**config.mk**
```make
export PLATFORM = sky130hd
export DESIGN_NAME = chained_hash_table_engine
export DESIGN_NICKNAME = d
export VERILOG_FILES = /design/src/design/chte_pkg.sv /design/src/design/chained_hash_table_engine.sv /design/src/design/chte_datapath.sv /design/src/design/chte_ctrl.sv
export SDC_FILE = /design/constraint.sdc
export NUM_CORES = 2
export LEC_CHECK = 0
export BUFFER_PORTS_ARGS = -buffer_cell sky130_fd_sc_hd__buf_2
export CAP_MARGIN = 20
export CORE_MARGIN = 4
export CORE_UTILIZATION = 28
export CTS_CLUSTER_DIAMETER = 80
export CTS_CLUSTER_SIZE = 28
export DETAILED_ROUTE_END_ITERATION = 12
export MAX_ROUTING_LAYER = met4
export PLACE_DENSITY = 0.4
export SYNTH_ARGS = -nofsm -noshare
export SYNTH_HDL_FRONTEND = slang
export SYNTH_HIERARCHICAL = 1
export SYNTH_SLANG_ARGS = --single-unit
```
**constraint.sdc**
```tcl
create_clock -name i_clk -period 9.2 [get_ports i_clk]
set_input_delay 0 -clock i_clk [delete_from_list [all_inputs] [get_ports i_clk]]
set_output_delay 0 -clock i_clk [all_outputs]
set_load 0.01 [all_outputs]
```
**src/design/chte_pkg.sv**
```systemverilog
// ----------------------------------------------------------------------------
// chte_pkg: shared definitions for the chained hash table engine
// Request and status codes, datapath micro-operations and the status bundle
// returned from the datapath to the controller.
// ----------------------------------------------------------------------------
package chte_pkg;

    localparam int STORE_ENTRIES_DEF = 32;
    localparam int HOME_SLOTS_DEF    = 16;
    localparam int KEY_BITS_DEF      = 32;

    localparam int REQ_W    = 2;
    localparam int GENRE_W  = 5;
    localparam int ID_W     = 32;
    localparam int STATUS_W = 2;

    localparam logic [REQ_W-1:0] REQ_INSERT = 2'd0;
    localparam logic [REQ_W-1:0] REQ_DELETE = 2'd1;
    localparam logic [REQ_W-1:0] REQ_SEARCH = 2'd2;

    localparam logic [STATUS_W-1:0] STATUS_DONE     = 2'd0;
    localparam logic [STATUS_W-1:0] STATUS_FULL     = 2'd1;
    localparam logic [STATUS_W-1:0] STATUS_NO_MATCH = 2'd2;
    localparam logic [STATUS_W-1:0] STATUS_UNKNOWN  = 2'd3;

    typedef enum logic [3:0] {
        OP_NONE,
        OP_CLEAR,
        OP_LOAD,
        OP_RD_CUR,
        OP_ADVANCE,
        OP_WR_HOME,
        OP_RD_FRESH,
        OP_TAKE_FRESH,
        OP_APPEND,
        OP_CLR_HEAD,
        OP_RD_SUCC,
        OP_PULL_UP,
        OP_UNLINK,
        OP_RELEASE
    } t_dp_op;

    typedef struct packed {
        logic is_insert;
        logic is_delete;
        logic is_search;
        logic unknown;
        logic cur_valid;
        logic free_null;
        logic match;
        logic link_null;
        logic step_last;
        logic prev_null;
        logic clear_last;
    } t_dp_status;

endpackage

```
**src/design/chained_hash_table_engine.sv**
```systemverilog
// ----------------------------------------------------------------------------
// chained_hash_table_engine: chained hash table in a fixed entry store
// Insert, delete and search requests on home slots with overflow chains.
// ----------------------------------------------------------------------------
// One request is handled at a time and gives one result. A request ends
// without touching the store, ends at the home slot, or, for a delete, pulls
// a successor up into the home slot and releases it. Each chain link walked
// adds a read: the single read port of the entry store is visited once per
// link. An insert into an occupied bucket takes a fresh entry and walks to
// the chain end to append it; a search or a failed lookup walks until a
// match or the chain end; a delete further down walks to its match, unlinks
// it and releases it. After reset a clearing pass over every entry
// initialises the link store and free list, stalling requests. A finished
// result waits in the output register while the next request is taken.
module chained_hash_table_engine #(
    parameter int STORE_ENTRIES = chte_pkg::STORE_ENTRIES_DEF,
    parameter int HOME_SLOTS    = chte_pkg::HOME_SLOTS_DEF,
    parameter int KEY_BITS      = chte_pkg::KEY_BITS_DEF
) (
    input  logic                          i_clk,
    input  logic                          i_rst_n,
    input  logic                          i_valid,
    output logic                          o_stall,
    input  logic [chte_pkg::REQ_W-1:0]    i_req_type,
    input  logic [chte_pkg::GENRE_W-1:0]  i_genre_code,
    input  logic [chte_pkg::ID_W-1:0]     i_title_id,
    input  logic [chte_pkg::ID_W-1:0]     i_artist_id,
    output logic                          o_valid,
    input  logic                          i_stall,
    output logic                          o_found,
    output logic [chte_pkg::STATUS_W-1:0] o_status
);

    chte_pkg::t_dp_op     w_op;
    chte_pkg::t_dp_status w_dp_status;

    chte_ctrl u_ctrl (
        .i_clk    (i_clk),
        .i_rst_n  (i_rst_n),
        .i_valid  (i_valid),
        .o_stall  (o_stall),
        .o_valid  (o_valid),
        .i_stall  (i_stall),
        .o_found  (o_found),
        .o_status (o_status),
        .i_dp     (w_dp_status),
        .o_op     (w_op)
    );

    chte_datapath #(
        .STORE_ENTRIES (STORE_ENTRIES),
        .HOME_SLOTS    (HOME_SLOTS),
        .KEY_BITS      (KEY_BITS)
    ) u_datapath (
        .i_clk        (i_clk),
        .i_rst_n      (i_rst_n),
        .i_op         (w_op),
        .i_req_type   (i_req_type),
        .i_genre_code (i_genre_code),
        .i_title_id   (i_title_id),
        .i_artist_id  (i_artist_id),
        .o_status     (w_dp_status)
    );

endmodule

```
**src/design/chte_datapath.sv**
```systemverilog
// ----------------------------------------------------------------------------
// chte_datapath: entry store, free list and chain walk registers
// Holds the key and link memories, executes one micro-operation a cycle and
// reports the flags the controller branches on.
// ----------------------------------------------------------------------------
module chte_datapath #(
    parameter int STORE_ENTRIES = chte_pkg::STORE_ENTRIES_DEF,
    parameter int HOME_SLOTS    = chte_pkg::HOME_SLOTS_DEF,
    parameter int KEY_BITS      = chte_pkg::KEY_BITS_DEF
) (
    input  logic                         i_clk,
    input  logic                         i_rst_n,
    input  chte_pkg::t_dp_op             i_op,
    input  logic [chte_pkg::REQ_W-1:0]   i_req_type,
    input  logic [chte_pkg::GENRE_W-1:0] i_genre_code,
    input  logic [chte_pkg::ID_W-1:0]    i_title_id,
    input  logic [chte_pkg::ID_W-1:0]    i_artist_id,
    output chte_pkg::t_dp_status         o_status
);

    localparam int LINK_W = $clog2(STORE_ENTRIES + 1);
    localparam int IDX_W  = $clog2(STORE_ENTRIES);
    localparam int KEY_W  = (KEY_BITS < chte_pkg::ID_W) ? KEY_BITS : chte_pkg::ID_W;

    localparam logic [LINK_W-1:0] LINK_NULL = LINK_W'(STORE_ENTRIES);
    localparam logic [LINK_W-1:0] FREE_INIT =
        (HOME_SLOTS < STORE_ENTRIES) ? LINK_W'(HOME_SLOTS) : LINK_NULL;
    localparam logic [IDX_W-1:0]  CLR_LAST  = IDX_W'(STORE_ENTRIES - 1);

    typedef struct packed {
        logic              valid;
        logic [LINK_W-1:0] link;
    } t_meta;

    typedef struct packed {
        logic [KEY_W-1:0] title;
        logic [KEY_W-1:0] artist;
    } t_key;

    t_meta r_meta_mem [STORE_ENTRIES];
    t_key  r_key_mem  [STORE_ENTRIES];

    logic [chte_pkg::REQ_W-1:0]   r_req;
    logic [chte_pkg::GENRE_W-1:0] r_code;
    logic [KEY_W-1:0]             r_title;
    logic [KEY_W-1:0]             r_artist;
    logic [LINK_W-1:0]            r_cur;
    logic [LINK_W-1:0]            r_prev;
    logic                         r_prev_valid;
    logic [LINK_W-1:0]            r_steps;
    logic [LINK_W-1:0]            r_free;
    logic [LINK_W-1:0]            r_fresh;
    logic [LINK_W-1:0]            r_rel;
    logic [IDX_W-1:0]             r_clr;

    logic                         r_rd_valid;
    logic [LINK_W-1:0]            r_rd_link;
    logic [KEY_W-1:0]             r_rd_title;
    logic [KEY_W-1:0]             r_rd_artist;

    logic                         w_meta_we;
    logic [IDX_W-1:0]             w_meta_addr;
    t_meta                        w_meta_wdata;
    logic                         w_key_we;
    logic [IDX_W-1:0]             w_key_addr;
    t_key                         w_key_wdata;
    logic                         w_rd_en;
    logic [IDX_W-1:0]             w_rd_addr;
    logic [LINK_W-1:0]            w_clr_next;
    logic [LINK_W-1:0]            w_clr_link;

    function automatic logic f_is_null(input logic [LINK_W-1:0] link);
        return link >= LINK_NULL;
    endfunction

    assign w_clr_next = LINK_W'(r_clr) + LINK_W'(1);
    assign w_clr_link = (32'(r_clr) < HOME_SLOTS || w_clr_next >= LINK_NULL) ?
                        LINK_NULL : w_clr_next;

    always_comb begin
        w_meta_we    = 1'b0;
        w_meta_addr  = r_cur[IDX_W-1:0];
        w_meta_wdata = '{valid: 1'b0, link: LINK_NULL};
        w_key_we     = 1'b0;
        w_key_addr   = r_cur[IDX_W-1:0];
        w_key_wdata  = '{title: r_title, artist: r_artist};
        w_rd_en      = 1'b0;
        w_rd_addr    = r_cur[IDX_W-1:0];
        case (i_op)
            chte_pkg::OP_CLEAR: begin
                w_meta_we    = 1'b1;
                w_meta_addr  = r_clr;
                w_meta_wdata = '{valid: 1'b0, link: w_clr_link};
            end
            chte_pkg::OP_RD_CUR: begin
                w_rd_en = 1'b1;
            end
            chte_pkg::OP_ADVANCE: begin
                w_rd_en   = 1'b1;
                w_rd_addr = r_rd_link[IDX_W-1:0];
            end
            chte_pkg::OP_WR_HOME: begin
                w_meta_we    = 1'b1;
                w_meta_wdata = '{valid: 1'b1, link: r_rd_link};
                w_key_we     = 1'b1;
            end
            chte_pkg::OP_RD_FRESH: begin
                w_rd_en   = 1'b1;
                w_rd_addr = r_free[IDX_W-1:0];
            end
            chte_pkg::OP_TAKE_FRESH: begin
                w_meta_we    = 1'b1;
                w_meta_addr  = r_free[IDX_W-1:0];
                w_meta_wdata = '{valid: 1'b1, link: LINK_NULL};
                w_key_we     = 1'b1;
                w_key_addr   = r_free[IDX_W-1:0];
                w_rd_en      = 1'b1;
            end
            chte_pkg::OP_APPEND: begin
                w_meta_we    = 1'b1;
                w_meta_wdata = '{valid: r_rd_valid, link: r_fresh};
            end
            chte_pkg::OP_CLR_HEAD: begin
                w_meta_we    = 1'b1;
                w_meta_wdata = '{valid: 1'b0, link: r_rd_link};
            end
            chte_pkg::OP_RD_SUCC: begin
                w_rd_en   = 1'b1;
                w_rd_addr = r_rd_link[IDX_W-1:0];
            end
            chte_pkg::OP_PULL_UP: begin
                w_meta_we    = 1'b1;
                w_meta_wdata = '{valid: 1'b1, link: r_rd_link};
                w_key_we     = 1'b1;
                w_key_wdata  = '{title: r_rd_title, artist: r_rd_artist};
            end
            chte_pkg::OP_UNLINK: begin
                w_meta_we    = 1'b1;
                w_meta_addr  = r_prev[IDX_W-1:0];
                w_meta_wdata = '{valid: r_prev_valid, link: r_rd_link};
            end
            chte_pkg::OP_RELEASE: begin
                w_meta_we    = 1'b1;
                w_meta_addr  = r_rel[IDX_W-1:0];
                w_meta_wdata = '{valid: 1'b0, link: r_free};
            end
            default: begin
            end
        endcase
    end

    always_ff @(posedge i_clk) begin
        if (w_meta_we) begin
            r_meta_mem[w_meta_addr] <= w_meta_wdata;
        end
        if (w_key_we) begin
            r_key_mem[w_key_addr] <= w_key_wdata;
        end
        if (w_rd_en) begin
            r_rd_valid  <= r_meta_mem[w_rd_addr].valid;
            r_rd_link   <= r_meta_mem[w_rd_addr].link;
            r_rd_title  <= r_key_mem[w_rd_addr].title;
            r_rd_artist <= r_key_mem[w_rd_addr].artist;
        end
    end

    always_ff @(posedge i_clk) begin
        if (!i_rst_n) begin
            r_free <= FREE_INIT;
            r_clr  <= '0;
        end else begin
            case (i_op)
                chte_pkg::OP_CLEAR: begin
                    r_clr <= r_clr + IDX_W'(1);
                end
                chte_pkg::OP_LOAD: begin
                    r_req    <= i_req_type;
                    r_code   <= i_genre_code;
                    r_title  <= i_title_id[KEY_W-1:0];
                    r_artist <= i_artist_id[KEY_W-1:0];
                    r_cur    <= LINK_W'(i_genre_code);
                    r_prev   <= LINK_NULL;
                    r_steps  <= '0;
                end
                chte_pkg::OP_ADVANCE: begin
                    r_prev       <= r_cur;
                    r_prev_valid <= r_rd_valid;
                    r_cur        <= r_rd_link;
                    r_steps      <= r_steps + LINK_W'(1);
                end
                chte_pkg::OP_TAKE_FRESH: begin
                    r_fresh <= r_free;
                    r_free  <= r_rd_link;
                end
                chte_pkg::OP_RD_SUCC: begin
                    r_rel <= r_rd_link;
                end
                chte_pkg::OP_UNLINK: begin
                    r_rel <= r_cur;
                end
                chte_pkg::OP_RELEASE: begin
                    r_free <= r_rel;
                end
                default: begin
                end
            endcase
        end
    end

    always_comb begin
        o_status.is_insert  = (r_req == chte_pkg::REQ_INSERT);
        o_status.is_delete  = (r_req == chte_pkg::REQ_DELETE);
        o_status.is_search  = (r_req == chte_pkg::REQ_SEARCH);
        o_status.unknown    = (32'(r_code) >= HOME_SLOTS) || (32'(r_code) >= STORE_ENTRIES);
        o_status.cur_valid  = r_rd_valid;
        o_status.free_null  = f_is_null(r_free);
        o_status.match      = r_rd_valid && (r_rd_title == r_title)
                              && (r_rd_artist == r_artist);
        o_status.link_null  = f_is_null(r_rd_link);
        o_status.step_last  = (r_steps == LINK_NULL);
        o_status.prev_null  = f_is_null(r_prev);
        o_status.clear_last = (r_clr == CLR_LAST);
    end

endmodule

```
**src/design/chte_ctrl.sv**
```systemverilog
// ----------------------------------------------------------------------------
// chte_ctrl: request sequencer for the chained hash table engine
// Steps each request through the datapath and holds the result register.
// ----------------------------------------------------------------------------
module chte_ctrl (
    input  logic                          i_clk,
    input  logic                          i_rst_n,
    input  logic                          i_valid,
    output logic                          o_stall,
    output logic                          o_valid,
    input  logic                          i_stall,
    output logic                          o_found,
    output logic [chte_pkg::STATUS_W-1:0] o_status,
    input  chte_pkg::t_dp_status          i_dp,
    output chte_pkg::t_dp_op              o_op
);

    typedef enum logic [3:0] {
        ST_CLEAR,
        ST_IDLE,
        ST_DISPATCH,
        ST_INS_HOME,
        ST_INS_FRESH,
        ST_INS_WALK,
        ST_EVAL,
        ST_PULL,
        ST_RELEASE,
        ST_DONE
    } t_state;

    t_state                        r_state;
    t_state                        n_state;
    logic                          r_res_found;
    logic                          n_res_found;
    logic [chte_pkg::STATUS_W-1:0] r_res_status;
    logic [chte_pkg::STATUS_W-1:0] n_res_status;
    logic                          r_out_valid;
    logic                          r_out_found;
    logic [chte_pkg::STATUS_W-1:0] r_out_status;
    logic                          w_out_load;

    assign o_stall  = (r_state != ST_IDLE);
    assign o_valid  = r_out_valid;
    assign o_found  = r_out_found;
    assign o_status = r_out_status;

    assign w_out_load = (r_state == ST_DONE) && (!r_out_valid || !i_stall);

    always_comb begin
        n_state      = r_state;
        n_res_found  = r_res_found;
        n_res_status = r_res_status;
        o_op         = chte_pkg::OP_NONE;
        case (r_state)
            ST_CLEAR: begin
                o_op = chte_pkg::OP_CLEAR;
                if (i_dp.clear_last) begin
                    n_state = ST_IDLE;
                end
            end
            ST_IDLE: begin
                if (i_valid) begin
                    o_op    = chte_pkg::OP_LOAD;
                    n_state = ST_DISPATCH;
                end
            end
            ST_DISPATCH: begin
                if (!(i_dp.is_insert || i_dp.is_delete || i_dp.is_search)) begin
                    n_res_found  = 1'b0;
                    n_res_status = chte_pkg::STATUS_DONE;
                    n_state      = ST_DONE;
                end else if (i_dp.unknown) begin
                    n_res_found  = 1'b0;
                    n_res_status = chte_pkg::STATUS_UNKNOWN;
                    n_state      = ST_DONE;
                end else begin
                    o_op    = chte_pkg::OP_RD_CUR;
                    n_state = i_dp.is_insert ? ST_INS_HOME : ST_EVAL;
                end
            end
            ST_INS_HOME: begin
                n_res_found = 1'b0;
                if (!i_dp.cur_valid) begin
                    o_op         = chte_pkg::OP_WR_HOME;
                    n_res_status = chte_pkg::STATUS_DONE;
                    n_state      = ST_DONE;
                end else if (i_dp.free_null) begin
                    n_res_status = chte_pkg::STATUS_FULL;
                    n_state      = ST_DONE;
                end else begin
                    o_op    = chte_pkg::OP_RD_FRESH;
                    n_state = ST_INS_FRESH;
                end
            end
            ST_INS_FRESH: begin
                o_op    = chte_pkg::OP_TAKE_FRESH;
                n_state = ST_INS_WALK;
            end
            ST_INS_WALK: begin
                if (i_dp.link_null || i_dp.step_last) begin
                    o_op         = chte_pkg::OP_APPEND;
                    n_res_status = chte_pkg::STATUS_DONE;
                    n_state      = ST_DONE;
                end else begin
                    o_op = chte_pkg::OP_ADVANCE;
                end
            end
            ST_EVAL: begin
                if (i_dp.match) begin
                    n_res_found  = 1'b1;
                    n_res_status = chte_pkg::STATUS_DONE;
                    if (i_dp.is_search) begin
                        n_state = ST_DONE;
                    end else if (!i_dp.prev_null) begin
                        o_op    = chte_pkg::OP_UNLINK;
                        n_state = ST_RELEASE;
                    end else if (i_dp.link_null) begin
                        o_op    = chte_pkg::OP_CLR_HEAD;
                        n_state = ST_DONE;
                    end else begin
                        o_op    = chte_pkg::OP_RD_SUCC;
                        n_state = ST_PULL;
                    end
                end else if (i_dp.link_null || i_dp.step_last) begin
                    n_res_found  = 1'b0;
                    n_res_status = chte_pkg::STATUS_NO_MATCH;
                    n_state      = ST_DONE;
                end else begin
                    o_op = chte_pkg::OP_ADVANCE;
                end
            end
            ST_PULL: begin
                o_op    = chte_pkg::OP_PULL_UP;
                n_state = ST_RELEASE;
            end
            ST_RELEASE: begin
                o_op    = chte_pkg::OP_RELEASE;
                n_state = ST_DONE;
            end
            ST_DONE: begin
                if (w_out_load) begin
                    n_state = ST_IDLE;
                end
            end
            default: begin
                n_state = ST_IDLE;
            end
        endcase
    end

    always_ff @(posedge i_clk) begin
        if (!i_rst_n) begin
            r_state     <= ST_CLEAR;
            r_out_valid <= 1'b0;
        end else begin
            r_state      <= n_state;
            r_res_found  <= n_res_found;
            r_res_status <= n_res_status;
            if (r_out_valid && !i_stall) begin
                r_out_valid <= 1'b0;
            end
            if (w_out_load) begin
                r_out_valid  <= 1'b1;
                r_out_found  <= r_res_found;
                r_out_status <= r_res_status;
            end
        end
    end

endmodule

```
==> metrics.md <==
| Metric | Value |
|---|---|
| Row cnt | between 200 and 250 |
| Yosys cell types | between 80 and 90 |
| Clock root buffer | clkbuf_16 |
| I/O pin count | 80 |
| Ys Warns | 6 |
| Max VDD drop | about 0.00013 V |
| Routed WL per cell | between 20 and 30 um |
| WS Path Type | reg -> reg |
| Syn Area/Cell | 14.1 um^2 |
| Final Max Tran Viols | 0 |
| H-tree levels | 4 |
| Reg clk slew, reported paths | around 100 ps |
| Final min period | 8200 ps |
| Startpoint types | flip-flop |
| Post-DP HPWL | around 190 mm |
| Sequential cell area | between 0.07 and 0.08 mm^2 |
| Slew @ Worst Pin | ~1200 ps |
| Arrival @ worst endpoint | 8650 ps |
| Leakage power | around 36 nW |
| Pin count of the biggest net entering global routing | 114 |
| First-pass GRT wire length | 468 mm |
| Final count of negative-setup-slack endpoints | 0 |
| Max Cap Viol | 0 |
| Area delta synth->final | 13.9% |
| Post-Syn Area | roughly 0.098 mm^2 |
| Die Y | around 600 um |
| Multi-input gate area | roughly 0.022 mm^2 |
| Drt via density | 5.09 |
| Number of global-route vias before repair | around 58,000 |
| # hold bufs at CTS | 140 |
| Worst hold margin | 29.1 ps |
| Setup TNS | 0 ps |
| DRC viols | 0 |
| Slew margin rel. | 19.0% |
| Part of the cycle the worst path needs | about nine tenths |
| Synthesized instance count | 6,911 |
| ANT nets after route | 0 |
| Drt pass-1 iters | 5 |
| Worst EP required | slightly below 10,000 ps |
| Synth area leaders | edfxtp_1 75%, nand2_1 6.7%, nand3_1 3.1% |
| Mapped Nets | about 7,000 |
| PostCTS Resize Cnt | 0 |
| Crit path cell chain | xnor2_1, nand4_1, nor4_2, nand3_1, nor4bb_4, a21oi_1, a2bb2oi_1, o21ai_2, nor2b_1, nand2_1, mux2i_1, nand3b_1, nor2_4, buf_4 |
| Unrepaired setup endpoints after global routing | false |
| F_max | approximately 120 MHz |
| Area leader, netlist | edfxtp_1 |
| Predominant post-synthesis flop cell | edfxtp_1 |
| Initial core utilization | between 20% and 30% |
| Number of synthesized register bits | 2,463 |
| CP max stage delay | between 900 and 1000 ps |
| CTS tree | built |
| Slowest-stage cell, CP | xnor2_1 |
| Post-synth ARST share | 0% |
| Cell area power density | between 150 and 200 mW/mm^2 |
| Number of port buffers | between 70 and 80 |
| Area share of the largest cell type after synthesis | around three quarters |
| Initial antenna violation count | 15 |
| Total gr overflow | 0 |
| Maximum clock insertion buffer count | 4 |
| Fillers | between 30,000 and 40,000 |
| CTS sink cnt | roughly 2,500 |
| Gr usage total | 18.8% |
| Crit. End Element | flip-flop |
| Sequential area share after synthesis | approximately three quarters |
| Status | finished, final reports clean |
| Setup Fix Bufs, Post-CTS | 0 |
| Layout Skew | between 70 and 80 ps |
| Final wirelength | between 300 and 400 mm |
| Vias | 59,600 |
| EDFF count, synth | ~2,400 |
| Layout cells sized above 1 | about a tenth |
| HP Class | in -> reg |
| Max FO, Critical Path | 25 |
| CTS Buf Count | ~140 |
| Core area | 0.346 mm^2 |
| Fin nets | roughly 7,100 |
| Gp weighted congestion | roughly 0.79 |
| Chip width | about 600 um |
| Final hold vios | 0 |
| Worst-skew pair later-pin latency | 880 ps |
| Final core utilization | between 30 and 40% |
| Starting DRT DRC Count | 6,448 |
| Die area | 0.358 mm^2 |
-- final timing paths --
| check | from | end | slack, ps | cells after the start |
|---|---|---|---|---|
| min reg2reg | u_ctrl/r_res_status[0] | u_ctrl/o_status[0] | 430 | 0 |
| min | i_title_id[27] | u_datapath/r_title[27] | 30 | 2 |
| max reg2reg | u_datapath/r_artist[27] | u_datapath/r_key_mem[25][61] | 1000 | 14 |
| max | u_datapath/r_artist[27] | u_datapath/r_key_mem[25][61] | 1000 | 14 |
-- where the power goes --
group          leakage, nW  switching (mW)  total, mW  internal, mW
clock network         2.29            4.09       7.39          3.29
registers             22.2         0.00436       12.1          12.1
logic                 11.2          0.0425     0.0992        0.0567
total                 35.7            4.14       19.6          15.5
-- metrics by stage --
stage | area [um^2] | cells | total power [mW] | setup slack [ps]
2_1_floorplan | 97500 | 6911 | 12.4 | 918
3_3_place_gp | 105000 | 11300 | 12.5 | 713
3_5_place_dp | 105000 | 11300 | 12.5 | 1250
4_1_cts | 111000 | 11700 | 19.9 | 1130
5_1_grt | 111000 | 11700 | 20.3 | 748
6_report | 111000 | 11700 | 19.6 | 997
-- sequential cells by signal, summed over array words and instances, names as in the netlist, 4 cells and up --
signal	flops
u_ctrl/r_state	4
u_datapath/r_artist	32
u_datapath/r_clr	5
u_datapath/r_cur	6
u_datapath/r_free	6
u_datapath/r_fresh	6
u_datapath/r_key_mem	2048
u_datapath/r_meta_mem	224
u_datapath/r_prev	6
u_datapath/r_rd_artist	32
u_datapath/r_rd_link	6
u_datapath/r_rd_title	32
u_datapath/r_rel	6
u_datapath/r_steps	6
u_datapath/r_title	32
-- cell usage after synthesis, types with 10 or more instances --
master / n
nand3b_1: 10
a21oi_1: 90
inv_1: 33
a211oi_1: 59
and2_1: 11
o2111ai_1: 56
mux2_2: 64
nor2_1: 113
xnor2_1: 41
mux2i_1: 188
a22oi_1: 47
o22ai_1: 27
nand2b_1: 16
buf_2: 179
nor2b_1: 12
a221oi_1: 25
edfxtp_1: 2447
a32oi_1: 145
a2111oi_1: 12
clkbuf_1: 209
buf_4: 34
nand4_1: 255
a22o_1: 12
and3_1: 74
a31oi_1: 139
nor3_1: 11
dfxtp_1: 16
buf_1: 24
nand2_1: 1751
nand3_1: 600
o21ai_0: 63
-- kinds of logic (layout without fill, tap and decap cells) --
logic type / count (synthesis) / in the layout / synth area share [%]
simple gates: 2893 / 2893 / 13.1
flops: 2463 / 2463 / 75.7
compound gates: 764 / 764 / 5.81
buf+inv: 484 / 707 / 2.25
mux: 253 / 253 / 2.69
xor+xnor: 50 / 50 / 0.449
fa+ha+maj: 4 / 4 / 0.0513
other cells: 0 / 6 / 0
-- layout make-up --
class                   count  area share [%]
multi-input cells        3964            19.9
diodes                      6          0.0135
repair buffers            431            4.13
flip-flops and latches   2463            66.4
clock buffers             153            3.29
well taps                4578            5.16
inverters                  34           0.115
clock inverters            89           0.991
-- cell usage in the layout (no fill, tap or decap), types with 89 or more instances in the layout --
| cell | Yosys | routed |
|---|---|---|
| nand3_1 | 600 | 600 |
| a31oi_1 | 139 | 139 |
| a21oi_1 | 90 | 89 |
| edfxtp_1 | 2447 | 2447 |
| nand2_1 | 1751 | 1750 |
| buf_12 | 0 | 96 |
| dlygate4sd3_1 | 0 | 140 |
| a32oi_1 | 145 | 145 |
| mux2i_1 | 188 | 188 |
| buf_4 | 34 | 116 |
| clkbuf_16 | 0 | 145 |
| nand4_1 | 255 | 255 |
-- critical path, delay by kind of cell (launching register included) --
| kind | cells | cell delay [ps] |
|---|---|---|
| and+or+nand+nor | 8 | 4680 |
| xor gates and xnor gates | 1 | 970 |
| AOI/OAI and AO/OA | 3 | 800 |
| buffers and inverters | 1 | 530 |
| DFF | 1 | 440 |
| muxes | 1 | 250 |
-- routing by layer --
metal / global-route usage [%] / vias to the layer above / part of all wire (%)
met5: - / - / 0
met4: 2.97 / 0 / 1.6
met3: 2.13 / 284 / 4.7
met2: 30.5 / 1550 / 48
met1: 25.8 / 31400 / 46
li1: - / 26400 / -
(Power assumes the default switching activity.)
